## src/rtl/ist_pkg.sv

```systemverilog
// Package for the ICMP session tracker: types, codes and helpers
package ist_pkg;
	typedef enum logic [1:0] {
		KIND_REQUEST = 2'd0,
		KIND_REPLY   = 2'd1,
		KIND_QUENCH  = 2'd2,
		KIND_BLOCKED = 2'd3
	} kind_t;

	localparam logic [2:0] RSN_NON_ICMP  = 3'd0;
	localparam logic [2:0] RSN_BLOCKED   = 3'd1;
	localparam logic [2:0] RSN_REFRESHED = 3'd2;
	localparam logic [2:0] RSN_NEW_PAIR  = 3'd3;
	localparam logic [2:0] RSN_QUENCH    = 3'd4;
	localparam logic [2:0] RSN_RULE_DENY = 3'd5;
	localparam logic [2:0] RSN_NO_MATCH  = 3'd6;
	localparam logic [2:0] RSN_FULL      = 3'd7;

	localparam logic [31:0] TIMEOUT_RESET = 32'd10000;
	localparam logic [0:0]  REG_TIMEOUT   = 1'b0;

	typedef enum logic [2:0] {
		ST_IDLE,
		ST_SCAN,
		ST_WAIT,
		ST_DECIDE,
		ST_OUT
	} state_t;

	// controller to datapath
	typedef struct packed {
		logic load;
		logic clr_idx;
		logic step;
		logic decide;
		logic fast;
	} cmd_t;

	// datapath to controller
	typedef struct packed {
		logic last_idx;
		logic need_sweep;
	} sts_t;

	function automatic kind_t classify(input logic [7:0] t, input logic [7:0] c);
		kind_t k;
		case (t)
			8'd0:    k = KIND_REPLY;
			8'd3:    k = (c <= 8'd5) ? KIND_REQUEST : KIND_BLOCKED;
			8'd4:    k = KIND_QUENCH;
			8'd8:    k = KIND_REQUEST;
			8'd11:   k = (c == 8'd0) ? KIND_REQUEST : KIND_BLOCKED;
			default: k = KIND_BLOCKED;
		endcase
		return k;
	endfunction
endpackage

```

## src/rtl/ist_ctrl.sv

```systemverilog
// Controller state machine: sequences one item at a time through the table scan or the fast path
module ist_ctrl import ist_pkg::*; (
	input  logic clk,
	input  logic arst_n,
	input  logic in_fire,
	input  logic out_fire,
	input  sts_t sts,
	output cmd_t cmd,
	output logic in_rdy,
	output logic out_vld
);
	state_t state_q, state_d;

	// state register
	always_ff @(posedge clk or negedge arst_n) begin
		if (!arst_n) state_q <= ST_IDLE;
		else state_q <= state_d;
	end

	// next state
	always_comb begin
		state_d = state_q;
		case (state_q)
			ST_IDLE:   if (in_fire) state_d = sts.need_sweep ? ST_SCAN : ST_OUT;
			ST_SCAN:   if (sts.last_idx) state_d = ST_WAIT;
			ST_WAIT:   state_d = ST_DECIDE;
			ST_DECIDE: state_d = ST_OUT;
			ST_OUT:    if (out_fire) state_d = ST_IDLE;
			default:   state_d = ST_IDLE;
		endcase
	end

	// outputs
	always_comb begin
		cmd = '0;
		in_rdy = 1'b0;
		out_vld = 1'b0;
		case (state_q)
			ST_IDLE: begin
				in_rdy = 1'b1;
				cmd.load = in_fire;
				cmd.clr_idx = 1'b1;
				cmd.fast = in_fire && !sts.need_sweep;
			end
			ST_SCAN:   cmd.step = 1'b1;
			ST_WAIT:   cmd.step = 1'b1;
			ST_DECIDE: cmd.decide = 1'b1;
			ST_OUT:    out_vld = 1'b1;
			default:   cmd = '0;
		endcase
	end
endmodule

```

## config.mk

```make
export PLATFORM = sky130hd
export DESIGN_NAME = ist_ctrl
export DESIGN_NICKNAME = d
export VERILOG_FILES = /design/src/rtl/ist_pkg.sv /design/src/rtl/ist_ctrl.sv
export SDC_FILE = /design/constraint.sdc
export NUM_CORES = 1
export LEC_CHECK = 0
export BUFFER_PORTS_ARGS = -buffer_cell sky130_fd_sc_hd__buf_2
export CORE_AREA = 2 2 39 41
export DETAILED_ROUTE_END_ITERATION = 16
export DIE_AREA = 0 0 41 43
export MAX_ROUTING_LAYER = met4
export SLEW_MARGIN = 20
export SYNTH_ARGS = -nofsm -noshare
export SYNTH_HDL_FRONTEND = slang
export SYNTH_SLANG_ARGS = --single-unit
```

## constraint.sdc

```tcl
create_clock -name clk -period 1.8 [get_ports clk]
set_input_delay 0.27 -clock clk [delete_from_list [all_inputs] [get_ports clk]]
set_output_delay 0.27 -clock clk [all_outputs]
set_load 0.01 [all_outputs]
```

Word-level counts from Yosys, hierarchy flattened --
Cells that the tools add are included.
Word-level totals: register bits 3, output and inout port bits 7, logic and storage cells 24
Operators by class: equality and inequality tests 7, muxes and demuxes 11, reductions and logical operators 5
Operator list (count):
- $pmux 3 s5 | 1
- $mux 3 | 4
- $eq 3x2->1 const B | 2
- $ne 2x2->1 const B | 3
- $mux 1 | 5
- $eq 3x1->1 const B | 1
- $eq 3x3->1 const B | 1
- $logic_not 3->1 | 1
- $reduce_and 3->1 | 1
- $mux 2 | 1
- $reduce_or 2->1 | 1
- $logic_and 1x1->1 | 1
- $logic_not 1->1 | 1

Logic depth before layout (Yosys ltp) --
Gate-level depths: netlist (run 1).
word-level depth 3, depth in mapped cells 3, mapped depth without buffers 3

Least setup slack after synthesis (run 1) --
Ideal clock, no wire load.
path type flip-flop to output port, start register state_q[2], end output cmd[4] (netlist bit), data arrival time 1.114 ns, path slack 0.416 ns, cell stages (with the launch flop) 4, path buffers 0, cells stage by stage dfrtp_1 -> or3_4 -> inv_1 -> and2_1
RTL lines:
- start: declaration | RTL line ist_ctrl.sv:12 | state_t state_q, state_d;
- start signal: assignment | RTL line ist_ctrl.sv:17 | else state_q <= state_d;
- end: declaration | RTL line ist_ctrl.sv:8 | output cmd_t cmd,

==> summary.md, run 1 <==
| Metric | Value |
|---|---|
| Status | `complete, no violations` |
| Worst Tran Pin Value | `between 0.2 and 0.25 ns` |
| Core area | `0.00138 mm^2` |
| Synth-to-layout area growth | `52.7%` |
| Peak VDD IR | `between 0.3 and 0.4 mV` |
| Via/cell ratio | `4.07` |
| Vias in the first global route | `188` |
| Final setup violation count | `0` |
| Post-Syn Area per Cell | `9.38 um^2` |
| CP Max Fanout | `8` |
| Yosys reg bits | `3` |
| Startpoint types | `register` |
| Pwr dens | `1790 mW/mm^2` |
| Routed WL | `506 um` |
| First-pass GRT wire length | `between 700 and 800 um` |
| Worst Skew | `0.00438 ns` |
| Worst path arrival time | `1.42 ns` |
| Top Registers | `state_q (3)` |
| Nets | `45` |
| Post-layout min period | `about 1.7 ns` |
| Clk buf depth | `2` |
| Commonest non-fill, non-tap cell in the layout | `buf_2` |
| Final ANT Viol Nets | `0` |
| Distinct cells, synth | `15` |
| Fin crit share | `94.1%` |
| Setup crit end kind | `output port` |
| Std cell rows | `14` |
| Slowest-stage cell, CP | `dfrtp_1` |
| Fmax | `approximately 590 MHz` |
| Syn Inst Count | `22` |
| Total clock sinks | `3` |
| Min Hold Slack | `~0.26 ns` |
| Starting Density | `between 10% and 20%` |
| Slew Limit Headroom | `between 80 and 90%` |
| WL per Instance | `9.37 um` |
| N_diodes | `0` |
| First-pass detailed-route iteration total | `2` |
| Synthesized cell area | `206 um^2` |
| Clock slew at reported path FFs | `around 0.04 ns` |
| Initial antenna violation count | `0` |
| Grt ovf | `0` |
| Leak | `0.165 nW` |
| Type of the worst min-delay path | `in -> reg` |
| Crit path cell chain | `or3_4, inv_1, and2_1, buf_2` |
| Total negative slack | `0 ns` |
| Post-synthesis net count | `28` |
| Layout cell share with drive strength beyond 1 | `47.4%` |
| RSZ-0062 raised after global routing | `false` |
| Crit Path Category | `reg -> out` |
| CTS tree | `done` |
| Most frequent cells in the layout | `12 x buf_2, 3 x a21oi_1, 3 x clkbuf_4, 3 x dfrtp_1` |
| Clk_lat worst skew | `0.24 ns` |
| Drc violations | `0` |
| Routed via count | `220` |
| Tot GR Track Use | `about 7%` |
| Port bufs | `12` |
| CTS Buf Count | `3` |
| Yosys warnings | `0` |
| Chip Height | `43 um` |
| Area of the die | `0.00176 mm^2` |
| Sequential fraction of the synthesis area | `36.4%` |
| Most flop-heavy register | `state_q` |
| Initial DRC Count | `4` |
| Root Driver | `clkbuf_4` |
| Max-Cap Viols | `0` |
| Routability Congestion | `0.713` |
| Slowest stage delay, CP | `0.44 ns` |
| CP Data Required Time | `around 1.5 ns` |
| Count of final hold-check violations | `0` |
| Largest net degree at the start of global routing | `9` |
| I/O pins | `13` |
| Die Wd | `approximately 41 um` |
| Fin. max-slew vios | `0` |
| Max reg flops | `3` |
| H-tree Lvls | `1` |
stage by stage:
stage / area (um^2) / util, % / total power, W / instances / worst slack, ns
final: 315 / 22.8 / 0.000563 / 54 / 0.105
after global routing: 315 / 22.8 / 0.000615 / 54 / 0.000596
after CTS: 315 / 22.8 / 0.000571 / 54 / 0.0986
after detailed placement: 279 / 20.2 / 0.000443 / 49 / 0.354
after global placement: 279 / 20.2 / 0.000436 / 49 / 0.389
after floorplan: 206 / - / 0.000355 / 22 / 0.416
power by group:
part	internal, W	switching, W	leakage [nW]	total (W)
logic	0.000151	0.000136	0.111	0.000287
clock network	0.0000833	0.0000382	0.0150	0.000122
registers	0.0000980	0.0000567	0.0390	0.000155
total	0.000333	0.000231	0.165	0.000563
layout make-up:
| type | instances | area, um^2 |
|---|---|---|
| flip-flops and latches | 3 | 75.1 |
| clock buffers | 4 | 26.3 |
| multi-input cells | 16 | 116 |
| repair buffers | 13 | 70.1 |
| fillers | 162 | 1070 |
| well taps | 16 | 20.0 |
| inverters | 2 | 7.51 |
what timing repair did:
action,CTS,global route
setup buffers,0,0
hold buffers,1,0
endpoints found under the setup margin,0,0
gates resized for setup,0,0
endpoints found under the hold margin,3,0
cell usage after synthesis, drive strengths merged:
cell type  number  area, um^2
a21oi           3        15.0
dfrtp           3        75.1
inv             2        7.51
nand2b          2        12.5
nand3b          2        15.0
and2            1        6.26
buf             1        7.51
nor2            1        3.75
nor3b           1        7.51
o211ai          1        12.5
o32ai           1        8.76
or2             1        6.26
or2b            1        7.51
or3             1        11.3
or4b            1        10.0
cells by family (layout without fill, tap and decap cells):
logic type	count (synthesis)	count (layout)	synth area share, %
AO/OA/AOI/OAI	5	5	17.6
buffers and inverters	3	19	7.28
flip-flops	3	3	36.4
AND/OR/NAND/NOR	11	11	38.8
worst max-delay path, delay by kind of cell, from the launching register on:
| family | cells | cell delay, ns |
|---|---|---|
| simple gates | 2 | 0.55 |
| buf+inv | 2 | 0.20 |
| flops | 1 | 0.44 |
path summary, 6_finish.rpt:
path                                             start                     end  slack [ns]  cells past startpoint
worst min-delay path                            sts[1]  state_q[0]$_DFFE_PN0P_        0.26                      2
max in group asynchronous                       arst_n  state_q[0]$_DFFE_PN0P_        1.34                      2
min in group asynchronous                       arst_n  state_q[1]$_DFFE_PN0P_        0.35                      2
worst max register to register  state_q[1]$_DFFE_PN0P_  state_q[2]$_DFFE_PN0P_        0.63                      2
worst max-delay path            state_q[2]$_DFFE_PN0P_                  cmd[4]        0.11                      4
worst min register to register  state_q[2]$_DFFE_PN0P_  state_q[1]$_DFFE_PN0P_        0.56                      1
per-layer routing:
layer	share of wire, %	GRT usage (%)
met4	3.8	8.00
met2	41	7.81
met3	5.9	3.14
met1	49	8.12
met5	0	-
(Power assumes the default switching activity.)
==> run 2: changes to the inputs <==
- RECOVER_POWER: not set -> 25
==> run 2 against run 1 <==
Die area is the same. Clock-buffer cell count is the same. Worst setup slack is the same. Cell area shrank 0.40%.
==> summary.md, run 2 (synthesis gave the netlist of run 1 again) <==
| Metric | Value |
|---|---|
| Std cell rows | `14 (unchanged)` |
| RR Startpoint | `state_q[1]$_DFFE_PN0P_` |
| DP Worst Slack | `0.354 ns (unchanged)` |
| Power Total | `0.000563 W (about the same)` |
| Routability Congestion | `0.713 (unchanged)` |
| Resized Gates After CTS | `0 (unchanged)` |
| Most frequent cells in the layout | `11 x buf_2, 3 x a21oi_1, 3 x clkbuf_4, 3 x dfrtp_1` |
| Layout cell share with drive strength beyond 1 | `44.7% (-2.6 points)` |
| R2r setup slk | `0.63 ns (about the same)` |
| Worst Tran Pin Value | `0.244 ns (unchanged)` |
| Most flop-heavy register | `state_q` |
| Commonest non-fill, non-tap cell in the layout | `buf_2` |
| Worst R2R End | `state_q[2]$_DFFE_PN0P_` |
| Clock power share | `21.6% (about the same)` |
| Worst Skew | `0.00438 ns (unchanged)` |
| Slowest-stage cell, CP | `dfrtp_1` |
| Routed via count | `220 (unchanged)` |
| Drc violations | `0 (unchanged)` |
| Switching pwr | `0.000231 W (about the same)` |
| Fin. max-slew vios | `0 (unchanged)` |
| Port bufs | `12 (unchanged)` |
| Post-route setup slack | `0.105 ns (unchanged)` |
| Startpoint types | `register` |
| Switching power share of the total | `41.0% (about the same)` |
| CP startpoint | `state_q[2]$_DFFE_PN0P_` |
| Final setup violation count | `0 (unchanged)` |
| Nets | `45 (unchanged)` |
| First-pass detailed-route iteration total | `2 (unchanged)` |
| Slowest stage delay, CP | `0.44 ns (about the same)` |
| Clock slew at reported path FFs | `0.04 ns (about the same)` |
| Starting Density | `14.9% (unchanged)` |
| Sequential share of power | `27.5% (about the same)` |
| Internal Power | `0.000332 W (about the same)` |
| Cts hold-fix bufs | `1 (unchanged)` |
| Tot GR Track Use | `7.02% (unchanged)` |
| Total negative slack | `0 ns (unchanged)` |
| Count of final hold-check violations | `0 (unchanged)` |
| CTS tree | `done` |
| Grt ovf | `0 (unchanged)` |
| Final ANT Viol Nets | `0 (unchanged)` |
| Clk_lat worst skew | `0.24 ns (about the same)` |
| Post-layout min period | `1.69 ns (unchanged)` |
| Crit Path Category | `reg -> out` |
| WL per Instance | `9.33 um (-0.40%)` |
| Top Registers | `state_q (3)` |
| Die Wd | `41 um (unchanged)` |
| Largest net degree at the start of global routing | `9 (unchanged)` |
| Comb power frac | `50.9% (about the same)` |
| Crit path cell chain | `or3_4, inv_1, and2_1, buf_2` |
| Via/cell ratio | `4.07 (unchanged)` |
| Vias in the first global route | `188 (unchanged)` |
| N_diodes | `0 (unchanged)` |
| Chip Height | `43 um (unchanged)` |
| Max-Cap Viols | `0 (unchanged)` |
| Initial DRC Count | `4 (unchanged)` |
| Largest delay share family, worst path | `simple AND/OR/NAND/NOR gates` |
| Leak | `0.163 nW (-1.7%)` |
| Fill cells | `162 (unchanged)` |
| Critical path depth | `4 (unchanged)` |
| Routed WL | `504 um (-0.40%)` |
| First-pass GRT wire length | `724 um (unchanged)` |
| Hold_sp | `sts[1]` |
| Clk buf depth | `2 (unchanged)` |
| Slew Limit Headroom | `83.7% (unchanged)` |
| Synth-to-layout area growth | `52.1%` |
| Crit path buffers/inverters | `2 (unchanged)` |
| Total clock sinks | `3 (unchanged)` |
| CP Data Required Time | `1.53 ns (about the same)` |
| Placed cells | `49 (unchanged)` |
| Min Hold Slack | `0.260 ns (unchanged)` |
| CTS Buf Count | `3 (unchanged)` |
| RSZ-0062 raised after global routing | `false` |
| Peak VDD IR | `0.369 mV (about the same)` |
| Initial antenna violation count | `0 (unchanged)` |
| Worst setup endpoint | `cmd[4]` |
| Setup crit end kind | `output port` |
| CP Max Fanout | `8 (unchanged)` |
| Fin crit share | `94.1% (unchanged)` |
| Status | `complete, no violations` |
| Core area | `0.00138 mm^2 (unchanged)` |
| H-tree Lvls | `1 (unchanged)` |
| I/O pins | `13 (unchanged)` |
| Worst path arrival time | `1.42 ns (about the same)` |
| Setup Buffers After CTS | `0 (unchanged)` |
| Area of the die | `0.00176 mm^2 (unchanged)` |
| Finished Layout Cells | `54 (unchanged)` |
| Pwr dens | `1790 mW/mm^2 (+0.34%)` |
| Register-to-Register Path Depth | `2 (unchanged)` |
| Fmax | `590 MHz (unchanged)` |
| Root Driver | `clkbuf_4` |
| Max reg flops | `3 (unchanged)` |
| Type of the worst min-delay path | `in -> reg` |
-- run 2: changes by cell type in the layout (fill, tap and decap cells not counted) --
cell      change
clkbuf_1      +1
buf_2         -1
-- run 2: worst register-to-register path: stages (launching register included) --
cell and delay, ns:
dfrtp_1 0.44, or4b_1 0.56, o211ai_2 0.09
-- run 2: per-layer routing --
metal / share of wire, % / track usage (%)
met4: 3.8 / 8.00
met1: 49 / 8.12
met2: 41 / 7.81
met3: 6.0 / 3.14
met5: 0 / -
-- run 2: power groups by stage --
stage                     Clock [W]  Sequential [W]  Combinational (W)
final                      0.000122        0.000155           0.000287
after CTS                  0.000125        0.000155           0.000292
after global placement            0        0.000149           0.000287
after floorplan                   0        0.000137           0.000218
after global routing       0.000132        0.000163           0.000320
after detailed placement          0        0.000155           0.000288
-- run 2: metrics by stage --
stage               util [%]  area [um^2]
global placement        20.2          279
detailed placement      20.2          279
floorplan                  -          206
finish                  22.7          314
CTS                     22.8          315
global route            22.7          314
-- run 2: how the worst min path moves through the flow --
stage / endpoint / depth (start not counted) / slack, ns
floorplan: state_q[0]$_DFFE_PN0P_ / 0 / -0.03
global placement: state_q[2]$_DFFE_PN0P_ / 1 / 0.07
detailed placement: state_q[2]$_DFFE_PN0P_ / 1 / 0.07
CTS: state_q[0]$_DFFE_PN0P_ / 2 / 0.26
global route: state_q[0]$_DFFE_PN0P_ / 2 / 0.27
finish: state_q[0]$_DFFE_PN0P_ / 2 / 0.26
-- run 2: cell type report --
class                           instances  area (um^2)  area share (%)
Multi-Input combinational cell         16          116            37.1
Sequential cell                         3         75.1            23.9
Timing Repair Buffer                   13         68.8            21.9
Clock buffer                            4         26.3            8.37
Tap cell                               16         20.0            6.37
Inverter                                2         7.51            2.39
==> run 3: changes to the inputs <==
- ABC_AREA: not set -> 1
- PLACE_DENSITY: not set -> 0.41
==> run 3 against run 2 <==
Worst setup slack better by 0.28 ns. Power is 5.5% lower. Clock power hardly changed. Die area stayed put. Clock-buffer cell count stayed put. Combinational power hardly changed. Global-route usage is 1.1 points higher. Critical path type unchanged.
==> summary.md, run 3 <==
| Metric | Value |
|---|---|
| Fin. max-slew vios | `0 (unchanged)` |
| Total negative slack | `0 ns (unchanged)` |
| Fin util | `24.7% (+2.0 points)` |
| Startpoint types | `register` |
| Routability Congestion | `0.636 (-11%)` |
| I/O pins | `13 (unchanged)` |
| CP Data Required Time | `1.53 ns (about the same)` |
| Critical path depth | `4 (unchanged)` |
| Die Wd | `41 um (unchanged)` |
| First-pass detailed-route iteration total | `4 (+2)` |
| Core area | `0.00138 mm^2 (unchanged)` |
| Post-synthesis net count | `45 (+61%)` |
| CP Max Fanout | `6 (-2)` |
| Tot GR Track Use | `8.14% (+1.1 points)` |
| Design Area, Final | `342 um^2 (+8.8%)` |
| Hpwl dp | `458 um` |
| Total clock sinks | `3 (unchanged)` |
| Count of final hold-check violations | `0 (unchanged)` |
| Chip Height | `43 um (unchanged)` |
| Status | `complete, no violations` |
| R2r setup slk | `0.79 ns (+0.16 ns)` |
| Yosys reg bits | `3 (unchanged)` |
| Initial DRC Count | `4 (unchanged)` |
| Max-Cap Viols | `0 (unchanged)` |
| Clk_lat worst skew | `0.23 ns (about the same)` |
| Initial antenna violation count | `0 (unchanged)` |
| Port bufs | `12 (unchanged)` |
| Post-layout min period | `1.41 ns (-0.281 ns)` |
| Fin crit share | `78.5% (-16 points)` |
| Root Driver | `clkbuf_4` |
| Most frequent cells in the layout | `12 x inv_1, 11 x buf_2, 7 x nand3_1, 7 x nand2_1, 5 x nor2_1` |
| Cell with the most instances after synthesis | `inv_1` |
| Top cells by area, synth | `dfrtp_1 32%, inv_1 19%, nand3_1 15%` |
| Largest net degree at the start of global routing | `7 (-2)` |
| Vias in the first global route | `248 (+32%)` |
| Fmax | `707 MHz (+20%)` |
| Fill cells | `178 (+9.9%)` |
| Crit Path Category | `reg -> out` |
| EDFF count, synth | `0 (unchanged)` |
| Final setup violation count | `0 (unchanged)` |
| Worst path arrival time | `1.14 ns (-0.28 ns)` |
| Drc violations | `0 (unchanged)` |
| Grt ovf | `0 (unchanged)` |
| Setup Buffers After CTS | `0 (unchanged)` |
| Clock slew at reported path FFs | `0.04 ns (about the same)` |
| CTS Buf Count | `3 (unchanged)` |
| Pwr dens | `1560 mW/mm^2 (-13%)` |
| CTS tree | `done` |
| Starting Density | `16.9% (+2.0 points)` |
| Area of the die | `0.00176 mm^2 (unchanged)` |
| Most flop-heavy register | `state_q` |
| Yosys warnings | `0 (unchanged)` |
| First-pass GRT wire length | `890 um (+23%)` |
| Worst Tran Pin Value | `0.177 ns (-0.0673 ns)` |
| Slowest-stage cell, CP | `dfrtp_1` |
| Max reg flops | `3 (unchanged)` |
| Post-synth top flop | `dfrtp_1` |
| RSZ-0062 raised after global routing | `false` |
| Synthesized cell area | `234 um^2 (+13%)` |
| Synth-to-layout area growth | `46.0%` |
| Final ANT Viol Nets | `0 (unchanged)` |
| Post-Syn Area per Cell | `6.00 um^2 (-36%)` |
| Register-to-Register Path Depth | `4 (+2)` |
| Top cells by count, synth | `12 x inv_1, 7 x nand2_1, 7 x nand3_1` |
| Commonest non-fill, non-tap cell in the layout | `inv_1` |
| Clk buf depth | `2 (unchanged)` |
| N_diodes | `0 (unchanged)` |
| Top Registers | `state_q (3)` |
| Sequential fraction of the synthesis area | `32.1% (-4.3 points)` |
| Syn Inst Count | `39 (+77%)` |
| Slowest stage delay, CP | `0.42 ns (-0.02 ns)` |
| Largest area contributor in the netlist | `dfrtp_1` |
| Crit path buffers/inverters | `1 (-1)` |
| Routed via count | `265 (+20%)` |
| Layout cell share with drive strength beyond 1 | `27.3% (-17 points)` |
| Type of the worst min-delay path | `in -> async` |
| Std cell rows | `14 (unchanged)` |
| Slew Limit Headroom | `88.1% (+4.5 points)` |
| Distinct cells, synth | `10 (-5)` |
| Power Total | `0.000532 W (-5.5%)` |
| Top-area cell type share of the netlist area | `32.1% (-4.3 points)` |
| Via/cell ratio | `3.73 (-8.4%)` |
| WL per Instance | `7.66 um (-18%)` |
| Crit path cell chain | `nor2_2, nand3_1, nor2_1, buf_2` |
| Async SR Flop Fraction | `100% (unchanged)` |
| Leak | `0.230 nW (+42%)` |
| H-tree Lvls | `1 (unchanged)` |
| Nets | `62 (+38%)` |
| Routed WL | `544 um (+7.9%)` |
| Setup crit end kind | `output port` |
| Largest delay share family, worst path | `flip-flops` |
| Peak VDD IR | `0.398 mV (+7.9%)` |
| Worst Skew | `0.00522 ns (+0.000836 ns)` |
| Placed instance area | `307 um^2 (+9.9%)` |
[run 3: cell families (layout without fill, tap and decap cells)]
group	Yosys count	count (layout)	share of synthesized area, %
buf+inv	13	29	22.5
flops	3	3	32.1
simple gates	20	20	36.9
compound gates	3	3	8.56
[run 3: repair_timing]
item,4_1_cts,5_1_grt
hold endpoints to repair,3,0
hold buffers,1,0
gates resized for setup,0,0
[run 3: area by class of cell]
cell class,instances,area [um^2],share of cell area (%)
multi-input combinational,23,106,31.1
sequential,3,75.1,22.0
clock buffer,4,26.3,7.69
inverter,12,45.0,13.2
tap,16,20.0,5.86
timing repair buffer,13,68.8,20.1
[run 3: final timing paths]
kind,endpoint,start
max in group asynchronous,state_q[2]$_DFFE_PN0P_,arst_n
worst max register to register,state_q[2]$_DFFE_PN0P_,state_q[1]$_DFFE_PN0P_
worst max-delay path,cmd[0],state_q[1]$_DFFE_PN0P_
worst min-delay path,state_q[1]$_DFFE_PN0P_,arst_n
worst min register to register,state_q[0]$_DFFE_PN0P_,state_q[2]$_DFFE_PN0P_
min in group clk,state_q[0]$_DFFE_PN0P_,sts[1]
[run 3: layer usage]
metal | global-route usage, % | routed length, um | vias up | share of wire (%)
met5 | - | 0 | - | 0
met4 | 8.00 | 0 | 0 | 0
met3 | 3.14 | 63 | 0 | 12
met2 | 11.3 | 259 | 9 | 48
met1 | 8.06 | 222 | 107 | 41
li1 | - | - | 149 | -
[run 3: where the power goes]
part	internal, W	switching, W
combinational	0.000115	0.000175
clock	0.0000832	0.0000358
sequential	0.0000940	0.0000294
total	0.000292	0.000240
[run 3: stage by stage]
stage	hold WS, ns	setup WS (ns)	std cells
final	0.371	0.387	71
after global routing	0.402	0.270	71
after CTS	0.352	0.379	71
after detailed placement	0.0701	0.635	66
after global placement	0.0691	0.621	66
after floorplan	-0.0256	0.655	39
